[src/rtl/core/annexb_nal_unit_splitter_unit_assert.svh]
// Assertion macros for the unit splitter.
`ifndef ANNEXB_NAL_UNIT_SPLITTER_UNIT_ASSERT_SVH
`define ANNEXB_NAL_UNIT_SPLITTER_UNIT_ASSERT_SVH

`ifndef SYNTHESIS
`define ANNB_ASSERT(lbl, c, r, p, m) \
  lbl: assert property (@(posedge c) disable iff (!r) p) else $error(m);
`define ANNB_ASSERT_ALWAYS(lbl, c, p, m) \
  lbl: assert property (@(posedge c) p) else $error(m);
`else
`define ANNB_ASSERT(lbl, c, r, p, m)
`define ANNB_ASSERT_ALWAYS(lbl, c, p, m)
`endif

`endif

[src/rtl/core/annb_pkg.sv]
`timescale 1ns / 1ps

package annb_pkg;

  localparam logic [7:0] START_BYTE   = 8'h01;
  localparam logic       CODEC_H264   = 1'b0;
  localparam logic       CODEC_H265   = 1'b1;

  localparam logic [5:0] H264_IDR     = 6'd5;
  localparam logic [5:0] H264_AUD     = 6'd9;
  localparam logic [5:0] H264_SLC_LO  = 6'd1;
  localparam logic [5:0] H264_SLC_HI  = 6'd5;
  localparam logic [5:0] H265_IRAP_LO = 6'd16;
  localparam logic [5:0] H265_IRAP_HI = 6'd21;
  localparam logic [5:0] H265_AUD     = 6'd35;
  localparam logic [5:0] H265_SLC_HI  = 6'd31;

  // zeros to commit, then an optional byte, then an optional end of unit
  typedef struct packed {
    logic [2:0] nzero;
    logic       has_byte;
    logic [7:0] data;
    logic       do_end;
  } cmd_t;

  typedef struct packed {
    logic [1:0] zero_run;
    logic       active;
  } front_stat_t;

  typedef struct packed {
    logic full;
    logic empty;
  } q_stat_t;

endpackage

[src/rtl/core/annb_front.sv]
`timescale 1ns / 1ps

module annb_front (
  input  logic                 clk,
  input  logic                 rst_n,
  input  logic                 acc,
  input  logic [7:0]           byte_value,
  input  logic                 end_of_buffer,
  output logic                 push,
  output annb_pkg::cmd_t       cmd,
  output annb_pkg::front_stat_t stat
);

  logic [1:0] zero_run_r, zero_run_nxt;
  logic       inside_r, inside_nxt;

  always_comb begin
    cmd        = '0;
    zero_run_nxt = zero_run_r;
    inside_nxt = inside_r;
    if (byte_value == 8'h00) begin
      if (zero_run_r != 2'd3) begin
        zero_run_nxt = zero_run_r + 2'd1;
        if (end_of_buffer && inside_r) begin
          cmd.nzero  = {1'b0, zero_run_r} + 3'd1;
          cmd.do_end = 1'b1;
        end
      end else if (inside_r) begin
        cmd.nzero  = end_of_buffer ? 3'd4 : 3'd1;
        cmd.do_end = end_of_buffer;
      end
    end else if (byte_value == annb_pkg::START_BYTE && zero_run_r[1]) begin
      cmd.do_end   = inside_r;
      inside_nxt   = 1'b1;
      zero_run_nxt = 2'd0;
    end else begin
      if (inside_r) begin
        cmd.nzero    = {1'b0, zero_run_r};
        cmd.has_byte = 1'b1;
        cmd.data     = byte_value;
        cmd.do_end   = end_of_buffer;
      end
      zero_run_nxt = 2'd0;
    end
    if (end_of_buffer) begin
      zero_run_nxt = 2'd0;
      inside_nxt   = 1'b0;
    end
  end

  assign push = acc && (cmd.nzero != 3'd0 || cmd.has_byte || cmd.do_end);
  assign stat.zero_run = zero_run_r;
  assign stat.active   = inside_r;

  always_ff @(posedge clk) begin
    if (!rst_n) begin
      zero_run_r <= 2'd0;
      inside_r   <= 1'b0;
    end else if (acc) begin
      zero_run_r <= zero_run_nxt;
      inside_r   <= inside_nxt;
    end
  end

endmodule

[src/rtl/core/annb_queue.sv]
`timescale 1ns / 1ps

module annb_queue #(
  parameter int DEPTH = 2
) (
  input  logic             clk,
  input  logic             rst_n,
  input  logic             push,
  input  annb_pkg::cmd_t   push_cmd,
  input  logic             pop,
  output annb_pkg::cmd_t   head,
  output annb_pkg::q_stat_t stat
);

  localparam int AW = (DEPTH > 1) ? $clog2(DEPTH) : 1;
  localparam int CW = $clog2(DEPTH + 1);
  localparam logic [AW-1:0] LAST_PTR = AW'(DEPTH - 1);
  localparam logic [CW-1:0] FULL_CNT = CW'(DEPTH);

  annb_pkg::cmd_t mem_r [DEPTH];
  logic [AW-1:0] wr_ptr_r, rd_ptr_r;
  logic [CW-1:0] count_r;

  assign head       = mem_r[rd_ptr_r];
  assign stat.full  = (count_r == FULL_CNT);
  assign stat.empty = (count_r == '0);

  always_ff @(posedge clk) begin
    if (push) begin
      mem_r[wr_ptr_r] <= push_cmd;
    end
  end

  always_ff @(posedge clk) begin
    if (!rst_n) begin
      wr_ptr_r <= '0;
      rd_ptr_r <= '0;
      count_r  <= '0;
    end else begin
      if (push) begin
        wr_ptr_r <= (wr_ptr_r == LAST_PTR) ? '0 : wr_ptr_r + AW'(1);
      end
      if (pop) begin
        rd_ptr_r <= (rd_ptr_r == LAST_PTR) ? '0 : rd_ptr_r + AW'(1);
      end
      if (push && !pop) begin
        count_r <= count_r + CW'(1);
      end else if (pop && !push) begin
        count_r <= count_r - CW'(1);
      end
    end
  end

endmodule

[src/rtl/core/annb_back.sv]
`timescale 1ns / 1ps

module annb_back (
  input  logic           clk,
  input  logic           rst_n,
  input  logic           codec_select,
  input  logic           q_valid,
  input  annb_pkg::cmd_t q_head,
  output logic           q_pop,
  output logic           out_valid,
  input  logic           out_ready,
  output logic [7:0]     out_data_byte,
  output logic           out_first_of_unit,
  output logic           out_last_of_unit,
  output logic [5:0]     out_unit_type,
  output logic           out_is_random_access,
  output logic           out_is_delimiter,
  output logic           out_is_coded_slice,
  output logic           out_is_first_slice,
  output logic           out_end_of_run
);

  localparam logic [1:0] OP_ZERO = 2'd0;
  localparam logic [1:0] OP_BYTE = 2'd1;
  localparam logic [1:0] OP_END  = 2'd2;

  logic       work_valid_r;
  logic [2:0] zrem_r;
  logic       brem_r, erem_r;
  logic [7:0] wbyte_r;

  logic       held_valid_r, held_first_r, fsb_r;
  logic [7:0] held_byte_r;
  logic [1:0] hc_r;
  logic [5:0] type_r;

  logic       out_valid_r;
  logic [7:0] o_byte_r;
  logic       o_first_r, o_last_r, o_ra_r, o_dl_r, o_cs_r, o_fs_r, o_eor_r;
  logic [5:0] o_type_r;

  logic [1:0] op;
  logic [7:0] op_val;
  logic       op_last, fire, emits, load;
  logic       ra, dl, cs;

  always_comb begin
    if (zrem_r != 3'd0) begin
      op      = OP_ZERO;
      op_val  = 8'h00;
      op_last = (zrem_r == 3'd1) && !brem_r && !erem_r;
    end else if (brem_r) begin
      op      = OP_BYTE;
      op_val  = wbyte_r;
      op_last = !erem_r;
    end else begin
      op      = OP_END;
      op_val  = 8'h00;
      op_last = 1'b1;
    end
  end

  assign emits = held_valid_r;
  assign fire  = work_valid_r && (!emits || !out_valid_r || out_ready);
  assign load  = (!work_valid_r || (fire && op_last)) && q_valid;
  assign q_pop = load;

  always_comb begin
    if (codec_select == annb_pkg::CODEC_H265) begin
      ra = type_r inside {[annb_pkg::H265_IRAP_LO:annb_pkg::H265_IRAP_HI]};
      dl = (type_r == annb_pkg::H265_AUD);
      cs = (type_r <= annb_pkg::H265_SLC_HI);
    end else begin
      ra = (type_r == annb_pkg::H264_IDR);
      dl = (type_r == annb_pkg::H264_AUD);
      cs = type_r inside {[annb_pkg::H264_SLC_LO:annb_pkg::H264_SLC_HI]};
    end
  end

  // work register
  always_ff @(posedge clk) begin
    if (!rst_n) begin
      work_valid_r <= 1'b0;
      zrem_r       <= 3'd0;
      brem_r       <= 1'b0;
      erem_r       <= 1'b0;
    end else if (load) begin
      work_valid_r <= 1'b1;
      zrem_r       <= q_head.nzero;
      brem_r       <= q_head.has_byte;
      erem_r       <= q_head.do_end;
    end else if (fire && op_last) begin
      work_valid_r <= 1'b0;
    end else if (fire) begin
      case (op)
        OP_ZERO: zrem_r <= zrem_r - 3'd1;
        OP_BYTE: brem_r <= 1'b0;
        default: erem_r <= 1'b0;
      endcase
    end
  end

  always_ff @(posedge clk) begin
    if (load) begin
      wbyte_r <= q_head.data;
    end
  end

  // held byte and header capture
  always_ff @(posedge clk) begin
    if (!rst_n) begin
      held_valid_r <= 1'b0;
      held_first_r <= 1'b0;
      hc_r         <= 2'd0;
      type_r       <= 6'd0;
      fsb_r        <= 1'b0;
    end else if (fire) begin
      if (op == OP_END) begin
        held_valid_r <= 1'b0;
        held_first_r <= 1'b0;
        hc_r         <= 2'd0;
        type_r       <= 6'd0;
        fsb_r        <= 1'b0;
      end else begin
        held_valid_r <= 1'b1;
        held_first_r <= !held_valid_r;
        if (hc_r == 2'd0) begin
          type_r <= (codec_select == annb_pkg::CODEC_H265) ? op_val[6:1]
                                                           : {1'b0, op_val[4:0]};
        end
        if ((codec_select == annb_pkg::CODEC_H264 && hc_r == 2'd1) ||
            (codec_select == annb_pkg::CODEC_H265 && hc_r == 2'd2)) begin
          fsb_r <= op_val[7];
        end
        if (hc_r != 2'd3) begin
          hc_r <= hc_r + 2'd1;
        end
      end
    end
  end

  always_ff @(posedge clk) begin
    if (fire && op != OP_END) begin
      held_byte_r <= op_val;
    end
  end

  // output register
  always_ff @(posedge clk) begin
    if (!rst_n) begin
      out_valid_r <= 1'b0;
    end else if (fire && emits) begin
      out_valid_r <= 1'b1;
    end else if (out_ready) begin
      out_valid_r <= 1'b0;
    end
  end

  always_ff @(posedge clk) begin
    if (fire && emits) begin
      o_byte_r  <= held_byte_r;
      o_first_r <= held_first_r;
      o_last_r  <= (op == OP_END);
      o_type_r  <= (op == OP_END) ? type_r : 6'd0;
      o_ra_r    <= (op == OP_END) && ra;
      o_dl_r    <= (op == OP_END) && dl;
      o_cs_r    <= (op == OP_END) && cs;
      o_fs_r    <= (op == OP_END) && cs && fsb_r;
      o_eor_r   <= op_last;
    end
  end

  assign out_valid            = out_valid_r;
  assign out_data_byte        = o_byte_r;
  assign out_first_of_unit    = o_first_r;
  assign out_last_of_unit     = o_last_r;
  assign out_unit_type        = o_type_r;
  assign out_is_random_access = o_ra_r;
  assign out_is_delimiter     = o_dl_r;
  assign out_is_coded_slice   = o_cs_r;
  assign out_is_first_slice   = o_fs_r;
  assign out_end_of_run       = o_eor_r;

endmodule

[src/rtl/core/annexb_nal_unit_splitter_unit.sv]
`timescale 1ns / 1ps
// Annex-B splitter: takes one stream byte per cycle unless the
// QUEUE_DEPTH-entry queue is full, and delivers the unit payload bytes,
// start codes removed, one item per cycle through a single output register
// while out_ready allows. The front end scans for start codes and queues a
// command (pending zeros, byte, end of unit) per byte that yields one; the
// back end runs one command step per cycle unless the output stalls. A byte
// that releases a zero run, or ends a unit on end_of_buffer, yields up to
// five items. The first byte of each unit takes a back-end step without an
// item. codec_select is meant to be written only while the block is idle.
`include "annexb_nal_unit_splitter_unit_assert.svh"

module annexb_nal_unit_splitter_unit #(
  parameter int QUEUE_DEPTH = 2
) (
  input  logic       clk,
  input  logic       rst_n,
  input  logic       cfg_wr_en,
  input  logic       cfg_wr_data,
  input  logic       in_valid,
  output logic       in_ready,
  input  logic [7:0] in_byte_value,
  input  logic       in_end_of_buffer,
  output logic       out_valid,
  input  logic       out_ready,
  output logic [7:0] out_data_byte,
  output logic       out_first_of_unit,
  output logic       out_last_of_unit,
  output logic [5:0] out_unit_type,
  output logic       out_is_random_access,
  output logic       out_is_delimiter,
  output logic       out_is_coded_slice,
  output logic       out_is_first_slice,
  output logic       out_end_of_run
);

  logic codec_r;
  logic acc, push, pop;
  annb_pkg::cmd_t        cmd, head;
  annb_pkg::front_stat_t f_stat;
  annb_pkg::q_stat_t     q_stat;

  always_ff @(posedge clk) begin
    if (!rst_n) begin
      codec_r <= annb_pkg::CODEC_H264;
    end else if (cfg_wr_en) begin
      codec_r <= cfg_wr_data;
    end
  end

  assign in_ready = !q_stat.full;
  assign acc      = in_valid && in_ready;

  annb_front u_front (
    .clk           (clk),
    .rst_n         (rst_n),
    .acc           (acc),
    .byte_value    (in_byte_value),
    .end_of_buffer (in_end_of_buffer),
    .push          (push),
    .cmd           (cmd),
    .stat          (f_stat)
  );

  annb_queue #(.DEPTH(QUEUE_DEPTH)) u_queue (
    .clk      (clk),
    .rst_n    (rst_n),
    .push     (push),
    .push_cmd (cmd),
    .pop      (pop),
    .head     (head),
    .stat     (q_stat)
  );

  annb_back u_back (
    .clk                  (clk),
    .rst_n                (rst_n),
    .codec_select         (codec_r),
    .q_valid              (!q_stat.empty),
    .q_head               (head),
    .q_pop                (pop),
    .out_valid            (out_valid),
    .out_ready            (out_ready),
    .out_data_byte        (out_data_byte),
    .out_first_of_unit    (out_first_of_unit),
    .out_last_of_unit     (out_last_of_unit),
    .out_unit_type        (out_unit_type),
    .out_is_random_access (out_is_random_access),
    .out_is_delimiter     (out_is_delimiter),
    .out_is_coded_slice   (out_is_coded_slice),
    .out_is_first_slice   (out_is_first_slice),
    .out_end_of_run       (out_end_of_run)
  );

  `ANNB_ASSERT(a_eob_clears_front, clk, rst_n, acc && in_end_of_buffer |=> f_stat.zero_run == 2'd0 && !f_stat.active, "front not cleared after end of buffer")
  `ANNB_ASSERT_ALWAYS(a_pop_not_empty, clk, pop |-> !q_stat.empty, "pop from empty queue")
  `ANNB_ASSERT(a_first_slice_on_last, clk, rst_n, out_valid && out_is_first_slice |-> out_last_of_unit && out_is_coded_slice, "first slice flag off a last slice item")

endmodule

[config.mk]
export PLATFORM = sky130hd
export DESIGN_NAME = annexb_nal_unit_splitter_unit
export DESIGN_NICKNAME = d
export VERILOG_FILES = /design/src/rtl/core/annb_pkg.sv /design/src/rtl/core/annb_front.sv /design/src/rtl/core/annb_queue.sv /design/src/rtl/core/annb_back.sv /design/src/rtl/core/annexb_nal_unit_splitter_unit.sv
export VERILOG_INCLUDE_DIRS = /design/src /design/src/rtl/core
export SDC_FILE = /design/constraint.sdc
export NUM_CORES = 1
export LEC_CHECK = 0
export ABC_CLOCK_PERIOD_IN_PS = 4100
export BUFFER_PORTS_ARGS = -buffer_cell sky130_fd_sc_hd__buf_2
export CAP_MARGIN = 40
export CORE_ASPECT_RATIO = 0.8
export CORE_MARGIN = 2
export CORE_UTILIZATION = 50
export CTS_CLUSTER_SIZE = 8
export DETAILED_ROUTE_END_ITERATION = 7
export PLACE_DENSITY_LB_ADDON = 0.08
export SLEW_MARGIN = 20
export SYNTH_ARGS = -nofsm -noshare
export SYNTH_HDL_FRONTEND = slang
export SYNTH_HIERARCHICAL = 1
export SYNTH_SLANG_ARGS = --single-unit
export TNS_END_PERCENT = 1
[constraint.sdc]
create_clock -name clk -period 4.1 [get_ports clk]
set_input_delay 0.205 -clock clk [delete_from_list [all_inputs] [get_ports clk]]
set_output_delay 0.205 -clock clk [all_outputs]
set_load 0.01 [all_outputs]
== After elaboration in Yosys (flattened, before gate mapping) ==
Memory sizes are Yosys's and may differ from the RTL's. A register that Yosys moved wholly into a read port is not among the register bits.
Cells that the tools add are included.

* Add/sub/neg operators: 8
* Magnitude comparators: 5
* Equality and inequality tests: 17
* Multiplexer cells: 61
* Bitwise operators: 1
* Reduce and logical (&&, ||, !) cells: 61

{| class="wikitable"
|+ Operator list
! operator !! number
|-
| 2-to-1 mux 1 bit || 35
|-
| 2-to-1 mux 3 bit || 9
|-
| 2-to-1 mux 12 bit || 2
|-
| logical AND 1 bit || 21
|-
| nonzero test 2 bit || 10
|-
| 2-to-1 mux 2 bit || 9
|-
| 2-to-1 mux 6 bit || 3
|-
| 2-to-1 mux 8 bit || 2
|-
| less-or-equal comparator 6 x 5 -> 1 bit (second input constant) || 2
|-
| AND reduction 3 bit || 4
|-
| inequality test 2 bit (second input constant) || 5
|-
| zero test 1 bit || 9
|-
| 2-to-1 mux 9 bit || 1
|-
| equality test 8 x 1 -> 1 bit (second input constant) || 1
|-
| zero test 8 bit || 1
|-
| AND reduction 2 bit || 4
|-
| adder 2 x 1 -> 2 bit (second input constant) || 3
|-
| equality test 2 bit (second input constant) || 3
|-
| equality test 6 x 3 -> 1 bit (second input constant) || 1
|-
| equality test 6 x 4 -> 1 bit (second input constant) || 1
|-
| equality test 6 bit (second input constant) || 1
|-
| greater-or-equal comparator 6 x 1 -> 1 bit (second input constant) || 1
|-
| greater-or-equal comparator 6 x 5 -> 1 bit (second input constant) || 1
|-
| less-or-equal comparator 6 x 3 -> 1 bit (second input constant) || 1
|-
| other kinds (13) || 23
|}

* Bits in registers: 63
* Bits in writable memories: 26
* Input port bits: 15
* Output and inout port bits: 23
* Word-level logic and storage cells: 181
* Memories: 1

{| class="wikitable"
|+ Memory list
! name !! words !! bits a word !! rd ports !! clocked after memory_dff !! write ports !! line !! text
|-
| u_queue.mem_r || 2 || 13 || 1 || 1 || 1 || annb_queue.sv:20 || <nowiki>annb_pkg::cmd_t mem_r [DEPTH];</nowiki>
|}

== Logic depth before layout (Yosys ltp) ==
* Word-level depth: 12
* Mapped depth: 11

== By module ==
The synthesis kept the hierarchy.

{| class="wikitable"
|+ By module, submodules not included
! module !! times used !! cells an instance !! area an instance (um^2) !! sequential area each (um^2)
|-
| annb_back || 1 || 191 || 2437.3 || 1471.4
|-
| annb_queue || 1 || 62 || 1151.1 || 880.8
|-
| annb_front || 1 || 57 || 419.2 || 60.1
|-
| annexb_nal_unit_splitter_unit || 1 || 6 || 50.0 || 20.0
|}

== Least setup slack after synthesis ==
No wires, ideal clock.

* Path kind: register -> register
* Start: register u_back.zrem_r[0]
* End: register u_queue.count_r[1]
* Library setup time: 0.070 ns
* Arrival: 2.379 ns
* Data required time: 4.030 ns
* Setup slack: 1.651 ns
* Cell stages (with the launch flop): 11
* Clock period less this slack: 2.449 ns
* Cells stage by stage: dfxtp_1 > inv_1 > ha_1 > a21boi_0 > o211a_1 > o21ai_2 > inv_1 > inv_1 > ha_1 > or3_1 > a21boi_1

* Cells in the longest elaborated chain, start to end: 10
* Elaborated cells on any way between the ends: 13
* Those cells by class: eq/ne: 1; mux: 2; reduce/logical: 10

{| class="wikitable"
|+ Ends and longest elaborated chain
! what !! line !! text
|-
| start: declaration || annb_back.sv:28 || <nowiki>logic [2:0] zrem_r;</nowiki>
|-
| start signal: assignment || annb_back.sv:89 || <nowiki>zrem_r <= q_head.nzero;</nowiki>
|-
| start signal: assignment || annb_back.sv:96 || <nowiki>OP_ZERO: zrem_r <= zrem_r - 3'd1;</nowiki>
|-
| equality test 3 x 1 -> 1 bit || annb_back.sv:51 || <nowiki>op_last = (zrem_r == 3'd1) && !brem_r && !erem_r;</nowiki>
|-
| logical AND 1 bit (2 in series) || annb_back.sv:51 ||
|-
| 2-to-1 mux 1 bit (*) || annb_back.sv:48 || <nowiki>if (zrem_r != 3'd0) begin</nowiki>
|-
| logical AND 1 bit (*) || annb_back.sv:65 || <nowiki>assign load = (!work_valid_r || (fire && op_last)) && q_valid;</nowiki>
|-
| logical OR 1 bit (*) || annb_back.sv:65 ||
|-
| logical AND 1 bit (*) || annb_back.sv:65 ||
|-
| via pop || annexb_nal_unit_splitter_unit.sv:38 || <nowiki>logic acc, push, pop;</nowiki>
|-
| zero test 1 bit || annb_queue.sv:46 || <nowiki>if (push && !pop) begin</nowiki>
|-
| logical AND 1 bit || annb_queue.sv:46 ||
|-
| 2-to-1 mux 2 bit / nonzero test 2 bit (equally long branches) || - ||
|-
| end signal: assignment || annb_queue.sv:47 || <nowiki>count_r <= count_r + CW'(1);</nowiki>
|-
| end signal: assignment || annb_queue.sv:49 || <nowiki>count_r <= count_r - CW'(1);</nowiki>
|-
| end: declaration || annb_queue.sv:22 || <nowiki>logic [CW-1:0] count_r;</nowiki>
|}

Mark *: on every way through the listed nets, which the timed path passes. The rest lies on a longest branch.
A chain may end at the register's enable or synchronous reset.

== Worst setup path after layout ==
Same ends and word-level chain as after synthesis.

==> qor.yml <==
floorplanning:
  floorplan.die.height_um: 84.50
  die_area_um2: 8841
  design.portCount: 38
  count_of_standard_cell_rows: 29
  initial_utilization: 0.5120
  floorplan.core_area_um2: 7910
  floorplan.die.width_um: 104.6
finish:
  diodes: 0
  multi_input_area_um2: 1485
  layout.area.seq_um2: 2432
  fin_area_um2: 4512
  finalNonFillerCells: 468
  final_layout_size_suffix_gt1_frac: 0.2556
  layout.filler_cells: 709
  area_growth_pct: 11.40
  post_layout_nets: 379
routing:
  route.vias.total: 2491
  number_of_vias_per_cell_after_detailed_routing: 5.323
  route.antenna.remaining_nets: 0
  initialDrtViolationCount: 71
  detailedRoute.firstPassIterationCount: 7
  wirelength_um: 6605
  routedWlPerCell_um: 14.11
  remaining_drc_errors: 0
power_and_ir_drop:
  power.density_nw_per_um2: 391.3
  peakVddDrop_uv: 242.1
  total_leakage_power_uw: 0.001585
clocking:
  cts_made_buffers: 9
  cts_max_level: 3
  cts.clk_slew.worst_paths_ps: 90
  cts-root-buf: "sky130_fd_sc_hd__clkbuf_8"
  clk_path_buf_depth: 2
  tritoncts_clock_tree: "yes"
  tritoncts_num_sinks: 90
  cts_setup_buffers: 0
  cts_repair_resize_count: 0
  cts_hold_buf: 0
  clock_latency_ps: 350
critical_path:
  worstReg2RegEnd: "u_queue/count_r[1]"
  timing.reg2reg.setup_slack_ps: 1310
  crit_path_end_kind: "register"
  timing.critical_path.from: "u_back/zrem_r[0]"
  critical_path_required_ps: 4390
  critical_path.top_delay_family: "compound AO/OA/AOI/OAI gates"
  cpPeakStageDelay_ps: 420
  critical_path.n_buffers_inverters: 3
  critical_path.slowest_cell: "sky130_fd_sc_hd__a21boi_0"
  crit_chain: "inv_1 -> ha_1 -> a21boi_0 -> o211a_1 -> o21ai_2 -> inv_1 -> inv_1 -> ha_1 -> or3_1 -> a21boi_1"
  r2r.worst_path.cells: 10
  critical_path.reg2reg.startpoint: "u_back/zrem_r[0]"
  critical-path-top-cell-by-count: "sky130_fd_sc_hd__inv_1"
  cp.arrival_ps: 3080
  critical_path.startpoint_type: "register"
  timing.critical_path.fanout_max: 10
  critical_setup_path_class: "reg -> reg"
grt:
  grt_pass1_wl_um: 11310
  globalRouteOverflowTotal: 0
  maximum_number_of_pins_on_one_net_before_global_route_repair: 22
  global_route.usage.total: 0.1627
  grt_pass1_vias: 2328
  antenna_found_initial: 0
sta:
  fin_hold_ws_ps: 117.4
  worst_slew_pin_slew_ps: 634.2
  report.final.slew_viol_count: 0
  peak_freq_mhz: 358.6
  post-route-min-period_ps: 2789
  final.period_utilization: 0.6801
  count_of_endpoints_failing_setup_in_the_final_report: 0
  fin_skew_ps: 9.306
  maxSlewHeadroom: 0.5756
  finalHoldViolCount: 0
  unrepaired_setup_endpoints_after_global_routing: "no"
  tns_ps: 0
synth:
  post_synth_inst_count: 315
  mean_post_synth_cell_area_um2: 12.86
  syn_area_um2: 4050
  synthesis.nets: 339
  synth-warning-count: 6
worst_hold_path:
  hold_class: "in -> reg"
  timing.hold.worst_path_depth: 3
  timing.hold.worst_endpoint: "codec_r"
  holdCritStartpoint: "cfg_wr_data"
outcome:
  status: "finished, final reports clean"
place:
  port_bufs: 37
  globalplace.congestion: 0.8183
  post-dp-hpwl_um: 4669
  placed_instance_count: 451
  placed_area_um2: 4304
run:
  number_of_maximum_capacitance_violations: 0
metrics by stage:
step | setup WS [ps] | power, µW | util
floorplan | 1651 | 1161 | -
global placement | 1420 | 1198 | 0.5441
detailed placement | 1323 | 1199 | 0.5441
CTS | 1314 | 1785 | 0.5685
global route | 1084 | 1836 | 0.5704
finish | 1311 | 1766 | 0.5704
registers in the layout (all words and copies together), names as in the netlist, 2 cells and up, named ones only:
name	count
u_queue/mem_r	26
u_back/held_byte_r	8
u_back/out_data_byte	8
u_back/wbyte_r	8
u_back/out_unit_type	6
u_back/type_r	6
u_back/zrem_r	3
u_back/hc_r	2
u_front/zero_run_r	2
u_queue/count_r	2
placed cells by master, fill, tap and decap left out, types with 3 or more instances in the layout:
cell	count
sky130_fd_sc_hd__dfxtp_1	27
sky130_fd_sc_hd__nor2_1	18
sky130_fd_sc_hd__a31oi_1	3
sky130_fd_sc_hd__or3_1	3
sky130_fd_sc_hd__o2111ai_1	3
sky130_fd_sc_hd__nand3_1	9
sky130_fd_sc_hd__a22oi_1	6
sky130_fd_sc_hd__mux2_2	20
sky130_fd_sc_hd__nand4_1	3
sky130_fd_sc_hd__nand2_1	17
sky130_fd_sc_hd__mux2i_1	4
sky130_fd_sc_hd__o21ai_0	5
sky130_fd_sc_hd__edfxtp_1	63
sky130_fd_sc_hd__inv_1	14
sky130_fd_sc_hd__buf_2	37
sky130_fd_sc_hd__nor2b_1	6
sky130_fd_sc_hd__and2_1	25
sky130_fd_sc_hd__nor3_1	5
sky130_fd_sc_hd__clkbuf_8	9
sky130_fd_sc_hd__o211ai_1	4
sky130_fd_sc_hd__a21oi_1	8
sky130_fd_sc_hd__and3b_1	3
sky130_fd_sc_hd__ha_1	9
routing by layer:
| metal | global-route usage | part of all wire | wire length, µm | up-vias |
|---|---|---|---|---|
| met4 | 0.06182 | 0.013 | 84 | 0 |
| met5 | 0 | 0 | 0 | - |
| met3 | 0.04037 | 0.046 | 306 | 8 |
| met2 | 0.2573 | 0.46 | 3015 | 62 |
| met1 | 0.2195 | 0.48 | 3198 | 1171 |
| li1 | - | - | - | 1250 |
cell type report:
cell class	count	area share
timing repair buffer	39	0.04603
inverter	15	0.01303
multi-input combinational	200	0.3292
clock inverter	6	0.01442
sequential	90	0.5391
clock buffer	10	0.02829
tap	108	0.02995
worst max-delay path by stage:
stage / endpoint / cells after the start
after floorplan: u_queue/count_r[1] / 10
after global placement: u_queue/count_r[1] / 10
after detailed placement: u_queue/count_r[1] / 10
after CTS: u_queue/count_r[1] / 10
after global routing: u_queue/count_r[1] / 10
final: u_queue/count_r[1] / 10
power by group:
part / internal, µW / switching, µW / leakage (µW)
Sequential: 986 / 24.2 / 0.000775
Combinational: 64.3 / 104 / 0.000713
Clock: 284 / 303 / 0.0000971
worst reg2reg max path, cell delays in order, from the launching register on:
cell                       delay (ps)
sky130_fd_sc_hd__dfxtp_1          320
sky130_fd_sc_hd__inv_1            100
sky130_fd_sc_hd__ha_1             290
sky130_fd_sc_hd__a21boi_0         420
sky130_fd_sc_hd__o211a_1          250
sky130_fd_sc_hd__o21ai_2          100
sky130_fd_sc_hd__inv_1            340
sky130_fd_sc_hd__inv_1             90
sky130_fd_sc_hd__ha_1             320
sky130_fd_sc_hd__or3_1            350
sky130_fd_sc_hd__a21boi_1         150
Power figures use the tool's default switching activity.
